### src/hdl/counting_semaphore_fifo_waitq_assert.svh
// Assertion macros shared by the semaphore block.
`ifndef COUNTING_SEMAPHORE_FIFO_WAITQ_ASSERT_SVH
`define COUNTING_SEMAPHORE_FIFO_WAITQ_ASSERT_SVH

// Same-cycle implication, checked outside reset.
`define CSFW_ASSERT_NOW(lbl, clk, rstn, ante, cons) \
  lbl: assert property (@(posedge clk) disable iff (!rstn) (ante) |-> (cons)) \
    else $error("semaphore assertion failed");

// Next-cycle implication, checked outside reset.
`define CSFW_ASSERT_NEXT(lbl, clk, rstn, ante, cons) \
  lbl: assert property (@(posedge clk) disable iff (!rstn) (ante) |=> (cons)) \
    else $error("semaphore assertion failed");

`endif

### src/hdl/csfw_pkg.sv
package csfw_pkg;

  localparam int MAX_WAITERS_DEF    = 16;
  localparam int THREAD_ID_BITS_DEF = 6;

  localparam int KIND_W   = 2;
  localparam int STATUS_W = 2;
  localparam int INIT_W   = 15;
  localparam int COUNT_W  = 16;

  localparam logic [COUNT_W-1:0] COUNT_MAX = 16'h7fff;
  localparam logic [COUNT_W-1:0] COUNT_MIN = 16'h8000;

  localparam logic [KIND_W-1:0] KIND_WAIT   = 2'd0;
  localparam logic [KIND_W-1:0] KIND_SIGNAL = 2'd1;
  localparam logic [KIND_W-1:0] KIND_CLOSE  = 2'd2;

  localparam logic [STATUS_W-1:0] STATUS_OK      = 2'd0;
  localparam logic [STATUS_W-1:0] STATUS_BLOCKED = 2'd1;
  localparam logic [STATUS_W-1:0] STATUS_ERROR   = 2'd2;
  localparam logic [STATUS_W-1:0] STATUS_FULL    = 2'd3;

  typedef enum logic {
    ST_IDLE,
    ST_DRAIN
  } state_t;

endpackage

### src/hdl/csfw_queue_ram.sv
module csfw_queue_ram #(
  parameter int DEPTH  = 16,
  parameter int DATA_W = 6,
  parameter int ADDR_W = 4
) (
  input  logic              clk,
  input  logic              wr_en,
  input  logic [ADDR_W-1:0] wr_addr,
  input  logic [DATA_W-1:0] wr_data,
  input  logic              rd_en,
  input  logic [ADDR_W-1:0] rd_addr,
  output logic [DATA_W-1:0] rd_data
);

  logic [DATA_W-1:0] mem [DEPTH];
  logic [DATA_W-1:0] rd_data_r;

  always_ff @(posedge clk) begin
    if (wr_en) begin
      mem[wr_addr] <= wr_data;
    end
  end

  always_ff @(posedge clk) begin
    if (rd_en) begin
      rd_data_r <= mem[rd_addr];
    end
  end

  assign rd_data = rd_data_r;

endmodule

### src/hdl/csfw_ctrl.sv
`include "counting_semaphore_fifo_waitq_assert.svh"

module csfw_ctrl #(
  parameter int MAX_WAITERS    = 16,
  parameter int THREAD_ID_BITS = 6,
  parameter int IDX_W          = 4
) (
  input  logic                              clk,
  input  logic                              rst_n,
  input  logic                              start,
  output logic                              busy,
  input  logic [csfw_pkg::KIND_W-1:0]       in_kind,
  input  logic                              in_running_valid,
  input  logic [THREAD_ID_BITS-1:0]         in_running_thread,
  input  logic                              cfg_valid,
  output logic                              cfg_ready,
  input  logic [csfw_pkg::INIT_W-1:0]       cfg_data,
  output logic                              out_valid,
  output logic [csfw_pkg::STATUS_W-1:0]     out_status,
  output logic                              out_released_valid,
  output logic [THREAD_ID_BITS-1:0]         out_released_thread,
  output logic                              out_last,
  output logic                              wr_en,
  output logic [IDX_W-1:0]                  wr_addr,
  output logic [THREAD_ID_BITS-1:0]         wr_data,
  output logic                              rd_en,
  output logic [IDX_W-1:0]                  rd_addr,
  input  logic [THREAD_ID_BITS-1:0]         rd_data
);

  import csfw_pkg::*;

  localparam int FILL_W = $clog2(MAX_WAITERS + 1);

  state_t               state_r, state_nxt;
  logic [COUNT_W-1:0]   count_r, count_nxt;
  logic [IDX_W-1:0]     head_r, head_nxt;
  logic [IDX_W-1:0]     tail_r, tail_nxt;
  logic [FILL_W-1:0]    fill_r, fill_nxt;
  logic                 out_valid_r, out_valid_nxt;
  logic [STATUS_W-1:0]  status_r, status_nxt;
  logic                 rel_valid_r, rel_valid_nxt;
  logic                 last_r, last_nxt;

  logic [COUNT_W-1:0]   count_dec;
  logic [COUNT_W-1:0]   count_inc;
  logic                 accept;
  logic                 queue_full;
  logic                 final_entry;

  function automatic logic [IDX_W-1:0] ring_next(input logic [IDX_W-1:0] idx);
    ring_next = (idx == IDX_W'(MAX_WAITERS - 1)) ? '0 : idx + 1'b1;
  endfunction

  assign busy        = (state_r == ST_DRAIN);
  assign cfg_ready   = ~busy;
  assign accept      = start & ~busy;
  assign queue_full  = (fill_r == FILL_W'(MAX_WAITERS));
  assign final_entry = (fill_r == FILL_W'(1));

  // Saturate at the count limits.
  assign count_dec = (count_r == COUNT_MIN) ? count_r : count_r - 1'b1;
  assign count_inc = (count_r == COUNT_MAX) ? count_r : count_r + 1'b1;

  always_ff @(posedge clk) begin
    if (!rst_n) begin
      state_r     <= ST_IDLE;
      count_r     <= '0;
      head_r      <= '0;
      tail_r      <= '0;
      fill_r      <= '0;
      out_valid_r <= 1'b0;
      status_r    <= STATUS_OK;
      rel_valid_r <= 1'b0;
      last_r      <= 1'b0;
    end else begin
      state_r     <= state_nxt;
      count_r     <= count_nxt;
      head_r      <= head_nxt;
      tail_r      <= tail_nxt;
      fill_r      <= fill_nxt;
      out_valid_r <= out_valid_nxt;
      status_r    <= status_nxt;
      rel_valid_r <= rel_valid_nxt;
      last_r      <= last_nxt;
    end
  end

  always_comb begin
    state_nxt     = state_r;
    count_nxt     = count_r;
    head_nxt      = head_r;
    tail_nxt      = tail_r;
    fill_nxt      = fill_r;
    out_valid_nxt = 1'b0;
    status_nxt    = STATUS_OK;
    rel_valid_nxt = 1'b0;
    last_nxt      = 1'b1;
    wr_en         = 1'b0;
    wr_addr       = tail_r;
    wr_data       = in_running_thread;
    rd_en         = 1'b0;
    rd_addr       = head_r;

    case (state_r)
      ST_IDLE: begin
        if (cfg_valid) begin
          count_nxt = {1'b0, cfg_data};
        end
        if (accept) begin
          out_valid_nxt = 1'b1;
          case (in_kind)
            KIND_WAIT: begin
              count_nxt = count_dec;
              if (count_dec[COUNT_W-1]) begin
                if (!in_running_valid) begin
                  status_nxt = STATUS_ERROR;
                end else if (queue_full) begin
                  status_nxt = STATUS_FULL;
                end else begin
                  wr_en      = 1'b1;
                  tail_nxt   = ring_next(tail_r);
                  fill_nxt   = fill_r + 1'b1;
                  status_nxt = STATUS_BLOCKED;
                end
              end
            end
            KIND_SIGNAL: begin
              count_nxt = count_inc;
              if (count_inc[COUNT_W-1] || count_inc == '0) begin
                if (fill_r == '0) begin
                  status_nxt = STATUS_ERROR;
                end else begin
                  rd_en         = 1'b1;
                  head_nxt      = ring_next(head_r);
                  fill_nxt      = fill_r - 1'b1;
                  rel_valid_nxt = 1'b1;
                end
              end
            end
            KIND_CLOSE: begin
              if (fill_r != '0) begin
                rd_en         = 1'b1;
                head_nxt      = ring_next(head_r);
                fill_nxt      = fill_r - 1'b1;
                rel_valid_nxt = 1'b1;
                last_nxt      = final_entry;
                if (!final_entry) begin
                  state_nxt = ST_DRAIN;
                end
              end
            end
            default: begin
              status_nxt = STATUS_ERROR;
            end
          endcase
        end
      end
      ST_DRAIN: begin
        // Release one waiter per cycle until the queue is empty.
        out_valid_nxt = 1'b1;
        rd_en         = 1'b1;
        head_nxt      = ring_next(head_r);
        fill_nxt      = fill_r - 1'b1;
        rel_valid_nxt = 1'b1;
        last_nxt      = final_entry;
        if (final_entry) begin
          state_nxt = ST_IDLE;
        end
      end
      default: begin
        state_nxt = ST_IDLE;
      end
    endcase
  end

  assign out_valid           = out_valid_r;
  assign out_status          = status_r;
  assign out_released_valid  = rel_valid_r;
  assign out_released_thread = rel_valid_r ? rd_data : '0;
  assign out_last            = last_r;

  `CSFW_ASSERT_NOW(a_fill_bound, clk, rst_n, 1'b1, fill_r <= FILL_W'(MAX_WAITERS))
  `CSFW_ASSERT_NOW(a_drain_nonempty, clk, rst_n, state_r == ST_DRAIN, fill_r != '0)
  `CSFW_ASSERT_NOW(a_more_to_come, clk, rst_n, out_valid_r && !last_r, state_r == ST_DRAIN)
  `CSFW_ASSERT_NOW(a_release_strobed, clk, rst_n, rel_valid_r, out_valid_r)
  `CSFW_ASSERT_NEXT(a_drain_streams, clk, rst_n, state_r == ST_DRAIN,
                    out_valid_r && rel_valid_r)

endmodule

### src/hdl/counting_semaphore_fifo_waitq.sv
// Counting semaphore with a FIFO wait queue held in one synchronous memory.
// Wait and signal never raise busy; their result shows on the out_ ports
// for one cycle, in the cycle after start is taken. A close releases its
// queued waiters in order through the one memory read port, one waiter
// per cycle, with busy high while the queue drains; its results stream
// on consecutive cycles, out_last marking the final one. out_valid is a
// strobe: the receiver cannot stall, so every result must be captured in
// the cycle it is shown. Write initial_count through cfg_ only while no
// transaction is outstanding; the write also reloads the count, leaving
// the queue as it is.
module counting_semaphore_fifo_waitq #(
  parameter int MAX_WAITERS    = csfw_pkg::MAX_WAITERS_DEF,
  parameter int THREAD_ID_BITS = csfw_pkg::THREAD_ID_BITS_DEF
) (
  input  logic                          clk,
  input  logic                          rst_n,
  input  logic                          start,
  output logic                          busy,
  input  logic [csfw_pkg::KIND_W-1:0]   in_kind,
  input  logic                          in_running_valid,
  input  logic [THREAD_ID_BITS-1:0]     in_running_thread,
  input  logic                          cfg_valid,
  output logic                          cfg_ready,
  input  logic [csfw_pkg::INIT_W-1:0]   cfg_data,
  output logic                          out_valid,
  output logic [csfw_pkg::STATUS_W-1:0] out_status,
  output logic                          out_released_valid,
  output logic [THREAD_ID_BITS-1:0]     out_released_thread,
  output logic                          out_last
);

  import csfw_pkg::*;

  localparam int IDX_W = $clog2(MAX_WAITERS);

  logic                      wr_en;
  logic [IDX_W-1:0]          wr_addr;
  logic [THREAD_ID_BITS-1:0] wr_data;
  logic                      rd_en;
  logic [IDX_W-1:0]          rd_addr;
  logic [THREAD_ID_BITS-1:0] rd_data;

  csfw_ctrl #(
    .MAX_WAITERS    (MAX_WAITERS),
    .THREAD_ID_BITS (THREAD_ID_BITS),
    .IDX_W          (IDX_W)
  ) u_ctrl (
    .clk                 (clk),
    .rst_n               (rst_n),
    .start               (start),
    .busy                (busy),
    .in_kind             (in_kind),
    .in_running_valid    (in_running_valid),
    .in_running_thread   (in_running_thread),
    .cfg_valid           (cfg_valid),
    .cfg_ready           (cfg_ready),
    .cfg_data            (cfg_data),
    .out_valid           (out_valid),
    .out_status          (out_status),
    .out_released_valid  (out_released_valid),
    .out_released_thread (out_released_thread),
    .out_last            (out_last),
    .wr_en               (wr_en),
    .wr_addr             (wr_addr),
    .wr_data             (wr_data),
    .rd_en               (rd_en),
    .rd_addr             (rd_addr),
    .rd_data             (rd_data)
  );

  csfw_queue_ram #(
    .DEPTH  (MAX_WAITERS),
    .DATA_W (THREAD_ID_BITS),
    .ADDR_W (IDX_W)
  ) u_queue_ram (
    .clk     (clk),
    .wr_en   (wr_en),
    .wr_addr (wr_addr),
    .wr_data (wr_data),
    .rd_en   (rd_en),
    .rd_addr (rd_addr),
    .rd_data (rd_data)
  );

endmodule

### config.mk
export PLATFORM = sky130hd
export DESIGN_NAME = counting_semaphore_fifo_waitq
export DESIGN_NICKNAME = d
export VERILOG_FILES = /design/src/hdl/csfw_pkg.sv /design/src/hdl/csfw_queue_ram.sv /design/src/hdl/csfw_ctrl.sv /design/src/hdl/counting_semaphore_fifo_waitq.sv
export VERILOG_INCLUDE_DIRS = /design/src /design/src/hdl
export SDC_FILE = /design/constraint.sdc
export NUM_CORES = 1
export LEC_CHECK = 0
export BUFFER_PORTS_ARGS = -buffer_cell sky130_fd_sc_hd__buf_2
export CAP_MARGIN = 20
export CORE_MARGIN = 3
export CORE_UTILIZATION = 61
export CTS_CLUSTER_DIAMETER = 60
export CTS_CLUSTER_SIZE = 25
export DETAILED_ROUTE_END_ITERATION = 10
export PLACE_DENSITY = 0.81
export SYNTH_ARGS = -nofsm -noshare
export SYNTH_HDL_FRONTEND = slang
export SYNTH_SLANG_ARGS = --single-unit
### constraint.sdc
create_clock -name clk -period 3.35 [get_ports clk]
set_input_delay 0.5025 -clock clk [delete_from_list [all_inputs] [get_ports clk]]
set_output_delay 0.5025 -clock clk [all_outputs]
set_load 0.1 [all_outputs]
Word level (Yosys, flattened, before mapping) --
Memory sizes are Yosys's and may differ from the RTL's. A register that Yosys moved wholly into a read port is not among the register bits. Index checks and enable logic that the tools add are counted.
Word-level totals: output and inout port bits 13, memories 1, bits in registers 35, RAM bits 96, word-level logic and storage cells 104
Memory list:
- u_queue_ram.mem | depth 16, bits a word 6, read ports 1, clocked after Yosys merged registers in 1, wr ports 1, RTL line csfw_queue_ram.sv:15 | logic [DATA_W-1:0] mem [DEPTH];
Operators by class: reductions and logical operators 10, add/sub/neg operators 6, eq/ne operators 18, mux-type cells 54, bitwise gates (word level) 5
Operators by type and width (count):
- 16-bit 2-to-1 mux | 4
- 5-bit 2-to-1 mux | 7
- 16-bit one-hot mux with 2 select lines | 1
- 4-bit 2-to-1 mux | 6
- 1-bit 2-to-1 mux | 20
- 16-bit by 1-bit adder with 16-bit output, second input constant | 1
- 16-bit by 15-bit equality test with 1-bit output, second input constant | 1
- 16-bit equality test, second input constant | 1
- 16-bit logical NOT | 1
- 4-bit one-hot mux with 2 select lines | 2
- 16-bit by 1-bit subtractor with 16-bit output, second input constant | 1
- 5-bit one-hot mux with 3 select lines | 1
- 3-bit inequality test, second input constant | 4
- 2-bit 2-to-1 mux | 5
- 1-bit one-hot mux with 2 select lines | 5
- 5-bit one-hot mux with 2 select lines | 1
- 3-bit by 2-bit inequality test with 1-bit output, second input constant | 3
- 4-bit by 1-bit adder with 4-bit output, second input constant | 2
- 4-bit equality test, second input constant | 2
- 8-bit AND reduction | 1
- 6-bit 2-to-1 mux | 1
- 2-bit one-hot mux with 3 select lines | 1
- 6-bit AND reduction | 1
- 5-bit by 1-bit adder with 5-bit output, second input constant | 1
- 17 further kinds | 20

Longest topological paths before layout --
depth in word-level cells 9, depth in mapped cells 11, gate-level depth less buffers 9

Hierarchy --
Synthesis repeated with hierarchy kept, for this count alone.
Second synthesis, totals: cells, all modules 585, area, all modules 6967.9 µm²
By module, submodules not included:
- csfw_queue_ram | area an instance 3955.0 µm², instances 1, seq. area each 3062.9 µm², cells an instance 178
- csfw_ctrl | area an instance 3012.9 µm², instances 1, seq. area each 700.7 µm², cells an instance 407

Least setup slack after synthesis --
Ideal clock, no wire load.
kind flip-flop to flip-flop, from register u_ctrl.count_r[0], to memory u_queue_ram.mem[3][0] (enable), slack 0.501 ns, data required time 2.973 ns, stages on the path, launching flop included 7, arrival time 2.472 ns, period minus slack after synthesis 2.849 ns, library setup time 0.377 ns, path through dfxtp_1 > or4_4 > nor4_4 > a21oi_2 > nor4_4 > nand2_1 > nor3_1
Between the ends: longest elaborated chain between the ends 8, elaborated cells between the ends (all ways) 9, classes of those cells 1 x add/sub; 1 x eq/ne; 7 x mux
Ends and longest elaborated chain:
- from (decl) | RTL line csfw_ctrl.sv:36 | logic [COUNT_W-1:0] count_r, count_nxt;
- from (signal assigned) | RTL line csfw_ctrl.sv:78 | count_r <= count_nxt;
- 16-bit by 1-bit subtractor with 16-bit output or 16-bit equality test (tied branches) | RTL line csfw_ctrl.sv:62 | assign count_dec = (count_r == COUNT_MIN) ? count_r : count_r - 1'b1;
- 16-bit 2-to-1 mux * | RTL line csfw_ctrl.sv:62
- 1-bit 2-to-1 mux * | RTL line csfw_ctrl.sv:115 | if (count_dec[COUNT_W-1]) begin
- 1-bit 2-to-1 mux * | RTL line csfw_ctrl.sv:112 | case (in_kind)
- 1-bit 2-to-1 mux * | RTL line csfw_ctrl.sv:110 | if (accept) begin
- 1-bit 2-to-1 mux * | RTL line csfw_ctrl.sv:105 | case (state_r)
- 1-bit 2-to-1 mux * | RTL line csfw_queue_ram.sv:19 | if (wr_en) begin
- 1-bit 2-to-1 mux (not written as such) * | RTL line csfw_queue_ram.sv:20 | mem[wr_addr] <= wr_data;
- to (decl) | RTL line csfw_queue_ram.sv:15
Mark *: on every way between the ends. The rest lies on a longest branch, timed or not. The select of a mux whose other input is x is not followed.

Worst setup path in the final report --
from register u_ctrl.count_r[0], to memory u_queue_ram.mem[4][4] (enable)
Same word-level chain as after synthesis.

==> flow_summary.json <==
{
  "routed_wire_length_um": 18400,
  "rsz0062_at_grt": "false",
  "worst_r2r_startpoint": "u_ctrl.count_r[0]",
  "timing.critical_path.arrival_ps": 3150,
  "holdCritPathClass": "input pin to register",
  "period_minus_slack_ps": 3090,
  "final.setup.tns_ps": 0,
  "number_of_cell_rows": 38,
  "crit_path_top_delay_cell": "or4_4",
  "cts.clk_slew.worst_paths_ps": 60,
  "yosys-top-cells-area": "edfxtp_1 (43%), dfxtp_1 (9.8%), mux4_2 (9.4%)",
  "timing.critical_path.slowest_cell_delay_ps": 610,
  "drive_gt1_frac": 0.205,
  "synth-async-reset-ratio": 0,
  "floorplan.initialDensity": 0.643,
  "worstSetupStartpoint": "u_ctrl.count_r[0]",
  "diodes": 0,
  "design.portCount": 41,
  "synth.top_cell.area_share": 0.426,
  "synthCells": 610,
  "mappedNetlistArea_mm2": 0.00718,
  "drt-vias-per-instance": 6.87,
  "synth_seq_cells": 137,
  "finalMaxSlewViolations": 0,
  "clockRootBuffer": "clkbuf_16",
  "timing.hold.worst.start": "cfg_data[2]",
  "clk_latency_ps": 430,
  "tightest_slew_ps": 1020,
  "criticalPathCategory": "register to register",
  "final_nets": 684,
  "port_buffers": 40,
  "floorplan.die_area_mm2": 0.0131,
  "dieWidth_um": 115,
  "grt_overflow": 0,
  "post_cts.repair.setup_buffers": 0,
  "part_of_the_yosys_area_used_for_sequential_elements": 0.524,
  "first_global_vias": 5310,
  "clock_tree_from_tritoncts": "built",
  "clock_sinks": 137,
  "outcome": "finished, final reports clean",
  "max_slew_margin": 0.317,
  "core_area_mm2": 0.0112,
  "power-per-cell-area_mw_per_mm2": 635,
  "grt_antenna_before_repair": 0,
  "yosys.cell_types.count": 70,
  "synthesis.yosys.warnings": 0,
  "number_of_antenna_violating_nets_in_the_routed_design": 0,
  "syn-mean-instance-area_um2": 11.8,
  "p_leak_nw": 2.77,
  "critical_path.cell_chain": "or4_4 > nor4_4 > a21oi_2 > nor4_4 > nand2_1 > nor2_1",
  "yosys_top_cell_by_area": "edfxtp_1",
  "worst_ir_drop_vdd_uv": 524,
  "regToRegSetupSlack_ps": 260,
  "cpMostUsedCell": "nor4_4",
  "remaining_drc_errors": 0,
  "synth.net_count": 653,
  "most_used_standard_cell_by_instance_count_after_synthesis": "edfxtp_1",
  "grt_pass1_wl_um": 29400,
  "area_growth_syn_to_layout_pct": 12.9,
  "required_ps": 3410,
  "achievable-frequency_mhz": 323,
  "fin_skew_ps": 9.77,
  "grt_max_degree": 62,
  "netlist_top_cells_count": "edfxtp_1 (102), nand2_1 (44), dfxtp_1 (35)",
  "tritoncts.num_buffers": 17,
  "cts-root-to-sink-buffers": 2,
  "setup.worst_path.start_class": "register",
  "routed-via-count": 5458,
  "finalHoldViolations": 0,
  "floorplan.die.height_um": 115,
  "nFillCells": 734,
  "cts_max_level": 4,
  "grt_use_total": 0.299,
  "cp-end-kind": "register",
  "setup_viol_count_final": 0,
  "dr.first_iter.drc_count": 710,
  "final_min_period_over_clock_period": 0.923,
  "estimated_wirelength_of_the_detail_placed_design_um": 12000,
  "synth_edf_count": 102,
  "timing.critical_path.fanout_max": 9,
  "detailedRoute.firstPassIterationCount": 6,
  "power.total_w": 0.00516,
  "maxCapViolations": 0,
  "gpl.final_weighted_congestion": 1.00,
  "avgRoutedWirePerCell_um": 23.1,
  "synth_top_flop_cell": "edfxtp_1"
}
## registers in the layout (all words and copies together), names as in the netlist, 2 cells and up
register / cells
u_queue_ram.mem: 96
u_ctrl.count_r: 16
u_queue_ram.rd_data: 6
u_ctrl.fill_r: 5
u_ctrl.rd_addr: 4
u_ctrl.wr_addr: 4
u_ctrl.out_status: 2
## path summary, 6_finish.rpt
kind                                         endpoint  cells past startpoint
worst max-delay path            u_queue_ram.mem[4][4]                      6
worst min-delay path                u_ctrl.count_r[2]                      3
worst max register to register  u_queue_ram.mem[4][4]                      6
worst min register to register     u_ctrl.count_r[12]                      2
## cell usage in the layout (no fill, tap or decap), types with 17 or more instances in the layout
master and instances:
mux4_2 30, buf_2 40, nand3_1 27, a21oi_1 25, dfxtp_1 34, nand2_1 44
clkbuf_16 17, buf_4 20, edfxtp_1 102, o21ai_0 26, nor2_1 31
## area by class of cell
type	instances	area, um^2	share of cell area
Clock buffer	19	443	0.0546
Clock inverter	13	144	0.0177
Inverter	14	52.6	0.00648
Multi-Input combinational cell	411	3180	0.392
Sequential cell	137	3760	0.464
Tap cell	140	175	0.0216
Timing Repair Buffer	60	350	0.0432
## critical path: cells and delay by family, from the launching register on
kind               cells  cell delay (ps)
and+or+nand+nor        5             2180
DFF                    1              390
AOI/OAI and AO/OA      1              150
## routing by layer
layer	vias to the layer above	part of all wire	GRT usage
met3	41	0.084	0.0719
met4	0	0.024	0.114
met1	2651	0.39	0.390
li1	2449	-	-
met5	-	0	0
met2	317	0.50	0.488
## cell families after synthesis
logic type      count (synthesis)  synth area share
mux                            44             0.114
compound gates                137             0.133
flops                         137             0.524
fa+ha+maj                      15            0.0261
simple gates                  209             0.162
buf+inv                        62            0.0347
xor+xnor                        6           0.00732
## timing repair
item,in CTS,in global routing
setup endpoints to repair,0,10
hold buffers,0,0
endpoints found under the hold margin,0,0
gates resized for setup,0,2
## power breakdown
part	total (W)	internal [W]	leakage, nW	switching (W)
Clock	0.00185	0.00112	0.284	0.000725
Combinational	0.00121	0.000509	1.28	0.000704
Sequential	0.00209	0.00192	1.20	0.000176
## through the flow
stage	instance area (um^2)	setup WS, ps	util	std cells	hold WS, ps
2_1_floorplan	7180	501	-	610	527
3_3_place_gp	7510	464	0.672	762	562
3_5_place_dp	7510	285	0.672	762	583
4_1_cts	8100	250	0.725	794	370
5_1_grt	8110	60.0	0.726	794	370
6_report	8110	258	0.726	794	385
Note: power is estimated with default switching activity, not from simulation.
